===== src/rtl/bci_pkg.sv =====
package bci_pkg;

    localparam int QTIME_W = 27;
    localparam int PTIME_W = 10;
    localparam int PVAL_W = 16;
    localparam int TVAL_W = 24;
    localparam int CURVE_W = 2;
    localparam int PIDX_W = 4;
    localparam int CFG_W = 3;
    localparam int RESULT_LIMIT = 4;
    localparam int FRAC_W = 8;

    localparam int MUL_A_W = PVAL_W + 1;
    localparam int MUL_B_W = QTIME_W + 1;
    localparam int MUL_P_W = MUL_A_W + MUL_B_W;
    localparam int ACC_W = MUL_P_W + 1;

    localparam int DIVN_W = ACC_W + FRAC_W;
    localparam int DIVD_W = 16;
    localparam int STEP_W = 6;

    localparam logic [TVAL_W-1:0] TV_MAX = {1'b0, {(TVAL_W-1){1'b1}}};
    localparam logic [TVAL_W-1:0] TV_MIN = {1'b1, {(TVAL_W-1){1'b0}}};

    typedef struct packed {
        logic              start;
        logic [STEP_W-1:0] steps;
    } div_req_t;

    typedef struct packed {
        logic done;
    } div_rsp_t;

endpackage


===== src/rtl/breakpoint_curve_interpolator.sv =====
// Breakpoint curve interpolator.
// A word is accepted when start is high and busy is low. With mode low the
// word loads one breakpoint into a curve; it gives no
// result. With mode high the word queries every curve in use at a time in
// milliseconds, and busy stays high until the last result has been issued.
// Each result is shown for one cycle with result_valid high, curve by curve
// in ascending order, and last marks the final one of a query.
// A query first turns the time into minutes by a reciprocal multiplication,
// then for each curve passes the breakpoints in a search, reads the segment
// end points, sums two products and divides the sum by the time span. A
// curve with fewer than two points skips the search, and a time past the
// last point ends that curve after the search. The shared divider retires
// one quotient bit per cycle over 54 steps for the segment division. Each
// result is registered and appears in the cycle after its curve ends, and
// busy drops in the cycle that shows the last result.
// cfg_write_en writes curves_in_use; the user must write it only while the
// block is idle; the block itself does not enforce it. Reset clears all
// point counts and sets curves_in_use to one; breakpoints are undefined until loaded.
// The receiver cannot stall: results are not held and must be taken at once.
module breakpoint_curve_interpolator #(
    parameter int NUM_CURVES = 4,
    parameter int MAX_POINTS = 16,
    parameter int MS_PER_MINUTE = 60000
) (
    input  logic                                 clk,
    input  logic                                 rst_n,
    input  logic                                 start,
    output logic                                 busy,
    input  logic                                 mode,
    input  logic [bci_pkg::CURVE_W-1:0]          curve_index,
    input  logic [bci_pkg::PIDX_W-1:0]           point_index,
    input  logic [bci_pkg::PTIME_W-1:0]          point_time_min,
    input  logic signed [bci_pkg::PVAL_W-1:0]    point_value,
    input  logic [bci_pkg::QTIME_W-1:0]          query_time_ms,
    input  logic                                 cfg_write_en,
    input  logic [bci_pkg::CFG_W-1:0]            cfg_write_data,
    output logic                                 result_valid,
    output logic [bci_pkg::CURVE_W-1:0]          result_curve,
    output logic signed [bci_pkg::TVAL_W-1:0]    target_value,
    output logic                                 clamped_flag,
    output logic                                 last
);
    import bci_pkg::*;

    localparam int CNT_W = $clog2(MAX_POINTS + 1);
    localparam int NLIM = (NUM_CURVES < RESULT_LIMIT) ? NUM_CURVES : RESULT_LIMIT;
    localparam int RSHIFT = QTIME_W + $clog2(MS_PER_MINUTE);
    localparam int RECIP_W = QTIME_W + 2;
    localparam longint RECIP = ((longint'(1) <<< RSHIFT) + longint'(MS_PER_MINUTE)
                                - longint'(1)) / longint'(MS_PER_MINUTE);

    typedef enum logic [10:0] {
        S_IDLE   = 11'b00000000001,
        S_MDIV   = 11'b00000000010,
        S_CSTART = 11'b00000000100,
        S_FEW    = 11'b00000001000,
        S_SRCH   = 11'b00000010000,
        S_GETP0  = 11'b00000100000,
        S_MUL0   = 11'b00001000000,
        S_MUL1   = 11'b00010000000,
        S_SUM    = 11'b00100000000,
        S_DSTART = 11'b01000000000,
        S_DIV    = 11'b10000000000
    } state_t;

    state_t                   state_reg;
    state_t                   state_next;
    logic [CFG_W-1:0]         cfg_reg;
    logic [CURVE_W-1:0]       last_reg;
    logic [CURVE_W-1:0]       last_next;
    logic [CURVE_W-1:0]       cur_reg;
    logic [CURVE_W-1:0]       cur_next;
    logic [QTIME_W-1:0]       qtime_reg;
    logic [QTIME_W-1:0]       qtime_next;
    logic [QTIME_W-1:0]       m_reg;
    logic [QTIME_W-1:0]       m_next;
    logic                     rnz_reg;
    logic                     rnz_next;
    logic [CNT_W-1:0]         cnt_reg;
    logic [CNT_W-1:0]         cnt_next;
    logic [CNT_W-1:0]         pidx_reg;
    logic [CNT_W-1:0]         pidx_next;
    logic [PTIME_W-1:0]       t0_reg;
    logic [PTIME_W-1:0]       t0_next;
    logic [PTIME_W-1:0]       t1_reg;
    logic [PTIME_W-1:0]       t1_next;
    logic signed [PVAL_W-1:0] v0_reg;
    logic signed [PVAL_W-1:0] v0_next;
    logic signed [PVAL_W-1:0] v1_reg;
    logic signed [PVAL_W-1:0] v1_next;
    logic signed [MUL_P_W-1:0] prod_reg;
    logic signed [MUL_P_W-1:0] prod_next;
    logic signed [ACC_W-1:0]  acc_reg;
    logic signed [ACC_W-1:0]  acc_next;
    logic                     neg_reg;
    logic                     neg_next;
    logic                     out_valid_reg;
    logic                     out_valid_next;
    logic [CURVE_W-1:0]       out_curve_reg;
    logic [CURVE_W-1:0]       out_curve_next;
    logic [TVAL_W-1:0]        out_val_reg;
    logic [TVAL_W-1:0]        out_val_next;
    logic                     out_flag_reg;
    logic                     out_flag_next;
    logic                     out_last_reg;
    logic                     out_last_next;

    logic                     store_wr_en;
    logic [CNT_W-1:0]         rd_point;
    logic [CNT_W-1:0]         store_count;
    logic [PTIME_W-1:0]       rd_time;
    logic signed [PVAL_W-1:0] rd_value;

    div_req_t                 div_req;
    div_rsp_t                 div_rsp;
    logic [DIVN_W-1:0]        div_dividend;
    logic [DIVD_W-1:0]        div_divisor;
    logic [DIVN_W-1:0]        div_quot;

    logic [CFG_W-1:0]         n_curves;
    logic                     adv;
    logic [QTIME_W+RECIP_W-1:0] m_prod;
    logic [QTIME_W-1:0]       m_back;
    logic                     dt_neg;
    logic [PTIME_W-1:0]       dt_mag;
    logic signed [PTIME_W:0]  dt_s;
    logic signed [MUL_A_W-1:0] dv_s;
    logic signed [MUL_B_W-1:0] x_s;
    logic signed [MUL_A_W-1:0] mul_a;
    logic signed [MUL_B_W-1:0] mul_b;
    logic signed [MUL_P_W-1:0] mul_p;
    logic [ACC_W-1:0]         acc_mag;
    logic                     fin;
    logic [TVAL_W-1:0]        fin_val;
    logic                     fin_flag;

    bci_store #(
        .NUM_CURVES(NUM_CURVES),
        .MAX_POINTS(MAX_POINTS)
    ) u_store (
        .clk(clk),
        .rst_n(rst_n),
        .wr_en(store_wr_en),
        .wr_curve(curve_index),
        .wr_point(point_index),
        .wr_time(point_time_min),
        .wr_value(point_value),
        .rd_curve(cur_reg),
        .rd_point(rd_point),
        .count(store_count),
        .rd_time(rd_time),
        .rd_value(rd_value)
    );

    bci_divider u_divider (
        .clk(clk),
        .rst_n(rst_n),
        .req(div_req),
        .dividend(div_dividend),
        .divisor(div_divisor),
        .rsp(div_rsp),
        .quotient(div_quot)
    );

    always_comb
    begin
        n_curves = (cfg_reg == '0) ? CFG_W'(1) : cfg_reg;
        if (32'(n_curves) > NLIM)
        begin
            n_curves = CFG_W'(NLIM);
        end
    end

    // The reciprocal is rounded up so that the product gives the exact
    // quotient for every 27-bit time.
    assign m_prod = query_time_ms * RECIP_W'(RECIP);
    assign m_back = m_reg * QTIME_W'(MS_PER_MINUTE);

    // A point is passed while its time in milliseconds lies below the query.
    assign adv = (QTIME_W'(rd_time) < m_reg) || ((QTIME_W'(rd_time) == m_reg) && rnz_reg);
    assign dt_neg = (t1_reg < t0_reg);
    assign dt_mag = dt_neg ? (t0_reg - t1_reg) : (t1_reg - t0_reg);
    assign dt_s = $signed({1'b0, t1_reg}) - $signed({1'b0, t0_reg});
    assign dv_s = MUL_A_W'(v1_reg) - MUL_A_W'(v0_reg);
    assign x_s = $signed({1'b0, m_reg}) - $signed(MUL_B_W'(t0_reg));
    assign mul_p = mul_a * mul_b;
    assign acc_mag = acc_reg[ACC_W-1] ? ACC_W'(-acc_reg) : ACC_W'(acc_reg);

    always_comb
    begin
        state_next = state_reg;
        last_next = last_reg;
        cur_next = cur_reg;
        qtime_next = qtime_reg;
        m_next = m_reg;
        rnz_next = rnz_reg;
        cnt_next = cnt_reg;
        pidx_next = pidx_reg;
        t0_next = t0_reg;
        t1_next = t1_reg;
        v0_next = v0_reg;
        v1_next = v1_reg;
        prod_next = prod_reg;
        acc_next = acc_reg;
        neg_next = neg_reg;
        out_valid_next = 1'b0;
        out_curve_next = out_curve_reg;
        out_val_next = out_val_reg;
        out_flag_next = out_flag_reg;
        out_last_next = out_last_reg;
        store_wr_en = 1'b0;
        rd_point = '0;
        div_req = '0;
        div_dividend = '0;
        div_divisor = '0;
        mul_a = '0;
        mul_b = '0;
        fin = 1'b0;
        fin_val = '0;
        fin_flag = 1'b0;

        unique case (state_reg)
            S_IDLE:
            begin
                if (start)
                begin
                    if (!mode)
                    begin
                        store_wr_en = 1'b1;
                    end
                    else
                    begin
                        qtime_next = query_time_ms;
                        m_next = QTIME_W'(m_prod >> RSHIFT);
                        last_next = CURVE_W'(n_curves - CFG_W'(1));
                        state_next = S_MDIV;
                    end
                end
            end
            S_MDIV:
            begin
                rnz_next = (m_back != qtime_reg);
                cur_next = '0;
                state_next = S_CSTART;
            end
            S_CSTART:
            begin
                cnt_next = store_count;
                pidx_next = CNT_W'(1);
                if (store_count < CNT_W'(2))
                begin
                    rd_point = '0;
                    state_next = S_FEW;
                end
                else
                begin
                    rd_point = CNT_W'(1);
                    state_next = S_SRCH;
                end
            end
            S_FEW:
            begin
                fin = 1'b1;
                fin_flag = 1'b1;
                fin_val = (cnt_reg == CNT_W'(1)) ? {rd_value, FRAC_W'(0)} : '0;
            end
            S_SRCH:
            begin
                if (adv)
                begin
                    if (pidx_reg + CNT_W'(1) >= cnt_reg)
                    begin
                        fin = 1'b1;
                        fin_flag = 1'b1;
                        fin_val = {rd_value, FRAC_W'(0)};
                    end
                    else
                    begin
                        pidx_next = pidx_reg + CNT_W'(1);
                        rd_point = pidx_reg + CNT_W'(1);
                    end
                end
                else
                begin
                    t1_next = rd_time;
                    v1_next = rd_value;
                    rd_point = pidx_reg - CNT_W'(1);
                    state_next = S_GETP0;
                end
            end
            S_GETP0:
            begin
                t0_next = rd_time;
                v0_next = rd_value;
                state_next = S_MUL0;
            end
            S_MUL0:
            begin
                if (t0_reg == t1_reg)
                begin
                    fin = 1'b1;
                    fin_flag = 1'b1;
                    fin_val = {v1_reg, FRAC_W'(0)};
                end
                else
                begin
                    mul_a = MUL_A_W'(v0_reg);
                    mul_b = MUL_B_W'(dt_s);
                    prod_next = mul_p;
                    state_next = S_MUL1;
                end
            end
            S_MUL1:
            begin
                acc_next = ACC_W'(prod_reg);
                mul_a = dv_s;
                mul_b = x_s;
                prod_next = mul_p;
                state_next = S_SUM;
            end
            S_SUM:
            begin
                acc_next = acc_reg + ACC_W'(prod_reg);
                state_next = S_DSTART;
            end
            S_DSTART:
            begin
                div_req.start = 1'b1;
                div_req.steps = STEP_W'(DIVN_W);
                div_dividend = {acc_mag, FRAC_W'(0)};
                div_divisor = DIVD_W'(dt_mag);
                neg_next = acc_reg[ACC_W-1] ^ dt_neg;
                state_next = S_DIV;
            end
            S_DIV:
            begin
                if (div_rsp.done)
                begin
                    fin = 1'b1;
                    if (neg_reg)
                    begin
                        fin_val = (div_quot > DIVN_W'(TV_MIN)) ? TV_MIN :
                                  (TVAL_W'(0) - div_quot[TVAL_W-1:0]);
                    end
                    else
                    begin
                        fin_val = (div_quot > DIVN_W'(TV_MAX)) ? TV_MAX :
                                  div_quot[TVAL_W-1:0];
                    end
                end
            end
            default:
            begin
                state_next = S_IDLE;
            end
        endcase

        if (fin)
        begin
            out_valid_next = 1'b1;
            out_curve_next = cur_reg;
            out_val_next = fin_val;
            out_flag_next = fin_flag;
            out_last_next = (cur_reg == last_reg);
            if (cur_reg == last_reg)
            begin
                state_next = S_IDLE;
            end
            else
            begin
                cur_next = cur_reg + CURVE_W'(1);
                state_next = S_CSTART;
            end
        end
    end

    always_ff @(posedge clk or negedge rst_n)
    begin
        if (!rst_n)
        begin
            state_reg <= S_IDLE;
            cfg_reg <= CFG_W'(1);
            out_valid_reg <= 1'b0;
        end
        else
        begin
            state_reg <= state_next;
            out_valid_reg <= out_valid_next;
            if (cfg_write_en)
            begin
                cfg_reg <= cfg_write_data;
            end
        end
    end

    always_ff @(posedge clk)
    begin
        last_reg <= last_next;
        cur_reg <= cur_next;
        qtime_reg <= qtime_next;
        m_reg <= m_next;
        rnz_reg <= rnz_next;
        cnt_reg <= cnt_next;
        pidx_reg <= pidx_next;
        t0_reg <= t0_next;
        t1_reg <= t1_next;
        v0_reg <= v0_next;
        v1_reg <= v1_next;
        prod_reg <= prod_next;
        acc_reg <= acc_next;
        neg_reg <= neg_next;
        out_curve_reg <= out_curve_next;
        out_val_reg <= out_val_next;
        out_flag_reg <= out_flag_next;
        out_last_reg <= out_last_next;
    end

    assign busy = (state_reg != S_IDLE);
    assign result_valid = out_valid_reg;
    assign result_curve = out_curve_reg;
    assign target_value = out_val_reg;
    assign clamped_flag = out_flag_reg;
    assign last = out_last_reg;

endmodule


===== src/rtl/bci_divider.sv =====
module bci_divider (
    input  logic                         clk,
    input  logic                         rst_n,
    input  bci_pkg::div_req_t            req,
    input  logic [bci_pkg::DIVN_W-1:0]   dividend,
    input  logic [bci_pkg::DIVD_W-1:0]   divisor,
    output bci_pkg::div_rsp_t            rsp,
    output logic [bci_pkg::DIVN_W-1:0]   quotient
);
    import bci_pkg::*;

    logic              active_reg;
    logic              active_next;
    logic              done_reg;
    logic              done_next;
    logic [STEP_W-1:0] cnt_reg;
    logic [STEP_W-1:0] cnt_next;
    logic [DIVN_W-1:0] qr_reg;
    logic [DIVN_W-1:0] qr_next;
    logic [DIVD_W-1:0] rem_reg;
    logic [DIVD_W-1:0] rem_next;
    logic [DIVD_W-1:0] d_reg;
    logic [DIVD_W-1:0] d_next;
    logic [DIVD_W:0]   trial;
    logic              fits;

    // One quotient bit per cycle; the dividend shifts out of the top as the
    // quotient shifts in at the bottom.
    always_comb
    begin
        trial = {rem_reg, qr_reg[DIVN_W-1]};
        fits = (trial >= {1'b0, d_reg});
        active_next = active_reg;
        done_next = 1'b0;
        cnt_next = cnt_reg;
        qr_next = qr_reg;
        rem_next = rem_reg;
        d_next = d_reg;
        if (req.start)
        begin
            active_next = 1'b1;
            cnt_next = req.steps;
            qr_next = dividend;
            rem_next = '0;
            d_next = divisor;
        end
        else if (active_reg)
        begin
            qr_next = {qr_reg[DIVN_W-2:0], fits};
            rem_next = fits ? DIVD_W'(trial - {1'b0, d_reg}) : trial[DIVD_W-1:0];
            cnt_next = cnt_reg - STEP_W'(1);
            if (cnt_reg == STEP_W'(1))
            begin
                active_next = 1'b0;
                done_next = 1'b1;
            end
        end
    end

    always_ff @(posedge clk or negedge rst_n)
    begin
        if (!rst_n)
        begin
            active_reg <= 1'b0;
            done_reg <= 1'b0;
            cnt_reg <= '0;
        end
        else
        begin
            active_reg <= active_next;
            done_reg <= done_next;
            cnt_reg <= cnt_next;
        end
    end

    always_ff @(posedge clk)
    begin
        qr_reg <= qr_next;
        rem_reg <= rem_next;
        d_reg <= d_next;
    end

    assign rsp.done = done_reg;
    assign quotient = qr_reg;

endmodule


===== src/rtl/bci_store.sv =====
module bci_store #(
    parameter int NUM_CURVES = 4,
    parameter int MAX_POINTS = 16
) (
    input  logic                                 clk,
    input  logic                                 rst_n,
    input  logic                                 wr_en,
    input  logic [bci_pkg::CURVE_W-1:0]          wr_curve,
    input  logic [bci_pkg::PIDX_W-1:0]           wr_point,
    input  logic [bci_pkg::PTIME_W-1:0]          wr_time,
    input  logic signed [bci_pkg::PVAL_W-1:0]    wr_value,
    input  logic [bci_pkg::CURVE_W-1:0]          rd_curve,
    input  logic [$clog2(MAX_POINTS+1)-1:0]      rd_point,
    output logic [$clog2(MAX_POINTS+1)-1:0]      count,
    output logic [bci_pkg::PTIME_W-1:0]          rd_time,
    output logic signed [bci_pkg::PVAL_W-1:0]    rd_value
);
    import bci_pkg::*;

    localparam int DEPTH = NUM_CURVES * MAX_POINTS;
    localparam int AW = $clog2(DEPTH);
    localparam int CNT_W = $clog2(MAX_POINTS + 1);
    localparam int CI_W = (NUM_CURVES > 1) ? $clog2(NUM_CURVES) : 1;

    logic [PTIME_W-1:0]       bp_time_reg [DEPTH];
    logic signed [PVAL_W-1:0] bp_value_reg [DEPTH];
    logic [PTIME_W-1:0]       rd_time_reg;
    logic signed [PVAL_W-1:0] rd_value_reg;
    logic [CNT_W-1:0]         count_reg [NUM_CURVES];
    logic                     wr_ok;
    logic [AW-1:0]            wr_addr;
    logic [AW-1:0]            rd_addr;

    assign wr_ok = wr_en && (32'(wr_curve) < NUM_CURVES) && (32'(wr_point) < MAX_POINTS);
    assign wr_addr = AW'(int'(wr_curve) * MAX_POINTS + int'(wr_point));
    assign rd_addr = AW'(int'(rd_curve) * MAX_POINTS + int'(rd_point));

    always_ff @(posedge clk)
    begin
        if (wr_ok)
        begin
            bp_time_reg[wr_addr] <= wr_time;
            bp_value_reg[wr_addr] <= wr_value;
        end
        rd_time_reg <= bp_time_reg[rd_addr];
        rd_value_reg <= bp_value_reg[rd_addr];
    end

    always_ff @(posedge clk or negedge rst_n)
    begin
        if (!rst_n)
        begin
            for (int k = 0; k < NUM_CURVES; k++)
            begin
                count_reg[k] <= '0;
            end
        end
        else if (wr_ok)
        begin
            count_reg[CI_W'(wr_curve)] <= CNT_W'(int'(wr_point) + 1);
        end
    end

    assign count = count_reg[CI_W'(rd_curve)];
    assign rd_time = rd_time_reg;
    assign rd_value = rd_value_reg;

endmodule


===== config.mk =====
export PLATFORM = sky130hd
export DESIGN_NAME = breakpoint_curve_interpolator
export DESIGN_NICKNAME = d
export VERILOG_FILES = /design/src/rtl/bci_pkg.sv /design/src/rtl/breakpoint_curve_interpolator.sv /design/src/rtl/bci_divider.sv /design/src/rtl/bci_store.sv
export SDC_FILE = /design/constraint.sdc
export NUM_CORES = 2
export LEC_CHECK = 0
export BUFFER_PORTS_ARGS = -buffer_cell sky130_fd_sc_hd__buf_2
export CAP_MARGIN = 20
export CELL_PAD_IN_SITES_DETAIL_PLACEMENT = 0
export CELL_PAD_IN_SITES_GLOBAL_PLACEMENT = 2
export CORE_ASPECT_RATIO = 2
export CORE_MARGIN = 5
export CORE_UTILIZATION = 48
export DETAILED_ROUTE_END_ITERATION = 6
export HOLD_SLACK_MARGIN = 0.08
export PLACE_DENSITY_LB_ADDON = 0.1
export SLEW_MARGIN = 20
export SYNTH_ARGS = -nofsm -noshare
export SYNTH_HDL_FRONTEND = slang
export SYNTH_SLANG_ARGS = --single-unit
export TNS_END_PERCENT = 50

===== constraint.sdc =====
create_clock -name clk -period 24 [get_ports clk]
set_input_delay 1.2 -clock clk [delete_from_list [all_inputs] [get_ports clk]]
set_output_delay 1.2 -clock clk [all_outputs]
set_load 0.1 [all_outputs]

==> flow_summary.yaml <==
status:
  status: "completed"
synthesis:
  synth_edf_count: 1952
  yosysUniqueCellTypes: 77
  ys.flop_type: "edfxtp_1"
  yosysSeqAreaShare_pct: 54.9
  async_flop_share_pct: 2.11
  syn_inst: 9511
  syn-mean-instance-area_sq_um: 11.6
  synthesis.area_sq_um: 110000
  yosys_warnings: 0
  synth_fp_nets: 10700
  ys_ff_latch: 2039
worst_setup_path:
  reg2reg_depth: 37
  cp_max_fo: 7
  ff2ff_setup_slack_ps: 14130
  cpMostUsedCell: "fa_1"
  cp_num_buf_inv: 5
  critPathCaptureType: "register"
  crit_family: "adder cells"
  worst_path_largest_cell_delay_ps: 600
  startpoint_type: "register"
  crit_required_ps: 24520
  startpoint: "m_reg[0]"
  critPathArrivalTime_ps: 10390
  r2r-start: "m_reg[0]"
  cpMaxStageDelayCell: "o21ai_1"
  reg2reg_to: "prod_reg[34]"
  critical_path_class: "reg2reg"
layout:
  largest_reg_flops: 1024
  nFillCells: 20300
  layout_commonest_cell: "nand2_1"
  drive_gt1_share_pct: 6.97
  nets: 10700
  layout.cells.non_filler: 12700
  final_cell_mix: "2,055 x nand2_1, 1,952 x edfxtp_1, 846 x inv_1"
  finish.instance_area_sq_um: 121000
  area_delta_synth_final_pct: 9.57
timing:
  report.final.slew_viol_count: 0
  timing.final.crit_share_pct: 41.1
  fmax_ghz: 0.101
  min_period_ps: 9870
  skew_ps: 82.9
  fin_setup_tns_ps: 0
  finalHoldViolations: 0
  tightest_slew_ps: 1160
  maxSlewHeadroom_pct: 22.6
  rsz0062_at_grt: "no"
  worst_slack_ps: 14130
  finalSetupViolCount: 0
clock_network:
  numCtsBuffers: 193
  htree_levels: 4
  clk_latency_ps: 860
  cts_root_buffer: "clkbuf_16"
  cts_tree: "done"
  numClockSinks: 2039
  clk_path_buf_depth: 4
  post-cts-setup-buffer-count: 0
  cts.repair.resized: 0
  clk_pin_slew_ps: 60
  cts_hold_buf: 0
floorplanning:
  ios: 97
  die_y_microns: 688
  rows: 249
  die_area_sq_um: 240000
  core_area_sq_um: 229000
  start_util_pct: 48.1
  dieWidth_microns: 349
global_routing:
  overflow: 0
  grt_use_total_pct: 25.6
  grt_max_degree: 168
  grt_pass1_wl_mm: 465
  antenna_found_initial: 4
  grt_pass1_vias: 71800
placement:
  dp_cells: 12300
  postPlaceCellArea_sq_um: 114000
  gp_congestion: 0.858
  post-place-ws_ps: 14070
  place_hpwl_mm: 195
  io_buffers: 96
route:
  dr.pass1.iters: 6
  drt-initial-drc-count: 6078
  viasPerCell: 5.64
  ant_nets: 0
  num_vias: 71700
  drc: 0
  wire_per_inst_microns: 24.4
  drt-total-wl_mm: 310
pwr:
  switching_share_pct: 35.1
  combPwrFrac_pct: 42.0
  clockPowerShare_pct: 25.3
  p_int_mw: 8.04
  ir_drop_v: 0.000375
  seq_power_share_pct: 32.7
  switching_power_mw: 4.34
  powerDensity_nw_per_um2: 102
  p_leak_nw: 46.7
min_path:
  holdCritPathClass: "in2async"
run:
  drv_cap: 0
metrics by stage:
stage               power [mW]  utilization [%]  hold WS [ps]
finish                    12.4             52.7           403
global route              13.4             52.7           410
CTS                       12.5             52.6           419
detailed placement        9.38             49.9           455
global placement          9.35             49.9           458
floorplan                 8.00                -           406
per-layer routing:
layer	share of wire [%]	wire [microns]	global-route usage, %
met1	44	136000	36.8
met2	47	146000	41.8
met4	3.2	9830	7.40
met5	0	0	0
met3	5.7	17500	2.64
cells by family after synthesis:
group	synth area share, %
AND/OR/NAND/NOR	14.9
flip-flops	54.9
multiplexers	0.629
adder cells (fa/ha/maj)	16.9
XOR/XNOR	1.76
buffers and inverters	4.59
AO/OA/AOI/OAI	6.27
Yosys cell counts, types with 56 or more instances:
master    count  area [sq um]
xnor2_1     119          1040
xor2_1      103           902
a21o_1       84           631
a311o_1     102          1020
inv_1       846          3180
and3_1      172          1080
nor3_1       63           315
buf_2       134           671
fa_1        596         11900
a221oi_1     56           490
o21ai_0     198           991
a21oi_1     256          1280
edfxtp_1   1952         58600
ha_1        535          6690
clkbuf_1    259           972
nor2_1      369          1390
nand3_1     814          4070
a31oi_1      74           463
nand2_1    2057          7720
power by group through the flow:
stage,Combinational [mW],Sequential (mW),Clock [mW]
finish,5.20,4.05,3.12
detailed placement,5.25,4.13,0
global placement,5.22,4.13,0
global route,6.00,4.06,3.32
floorplan,3.90,4.10,0
CTS,5.30,4.05,3.19
area by class of cell:
class / count / area [sq um] / area share, %
clock inverter: 94 / 1080 / 0.895
inverter: 846 / 3180 / 2.63
tap: 3012 / 3770 / 3.12
timing repair buffer: 262 / 1900 / 1.57
clock buffer: 252 / 5190 / 4.29
sequential: 2039 / 60600 / 50.1
antenna: 4 / 10.0 / 0.00829
multi-input combinational: 6188 / 45100 / 37.3
worst max-delay path by stage:
stage                     cells after the start            to  slack (ps)
after floorplan                              37  prod_reg[34]       15070
after global placement                       37  prod_reg[34]       14140
after detailed placement                     37  prod_reg[34]       14070
after CTS                                    37  prod_reg[34]       14000
after global routing                         38  prod_reg[34]       13280
final                                        37  prod_reg[34]       14130
Note: power is estimated with default switching activity, not from simulation.
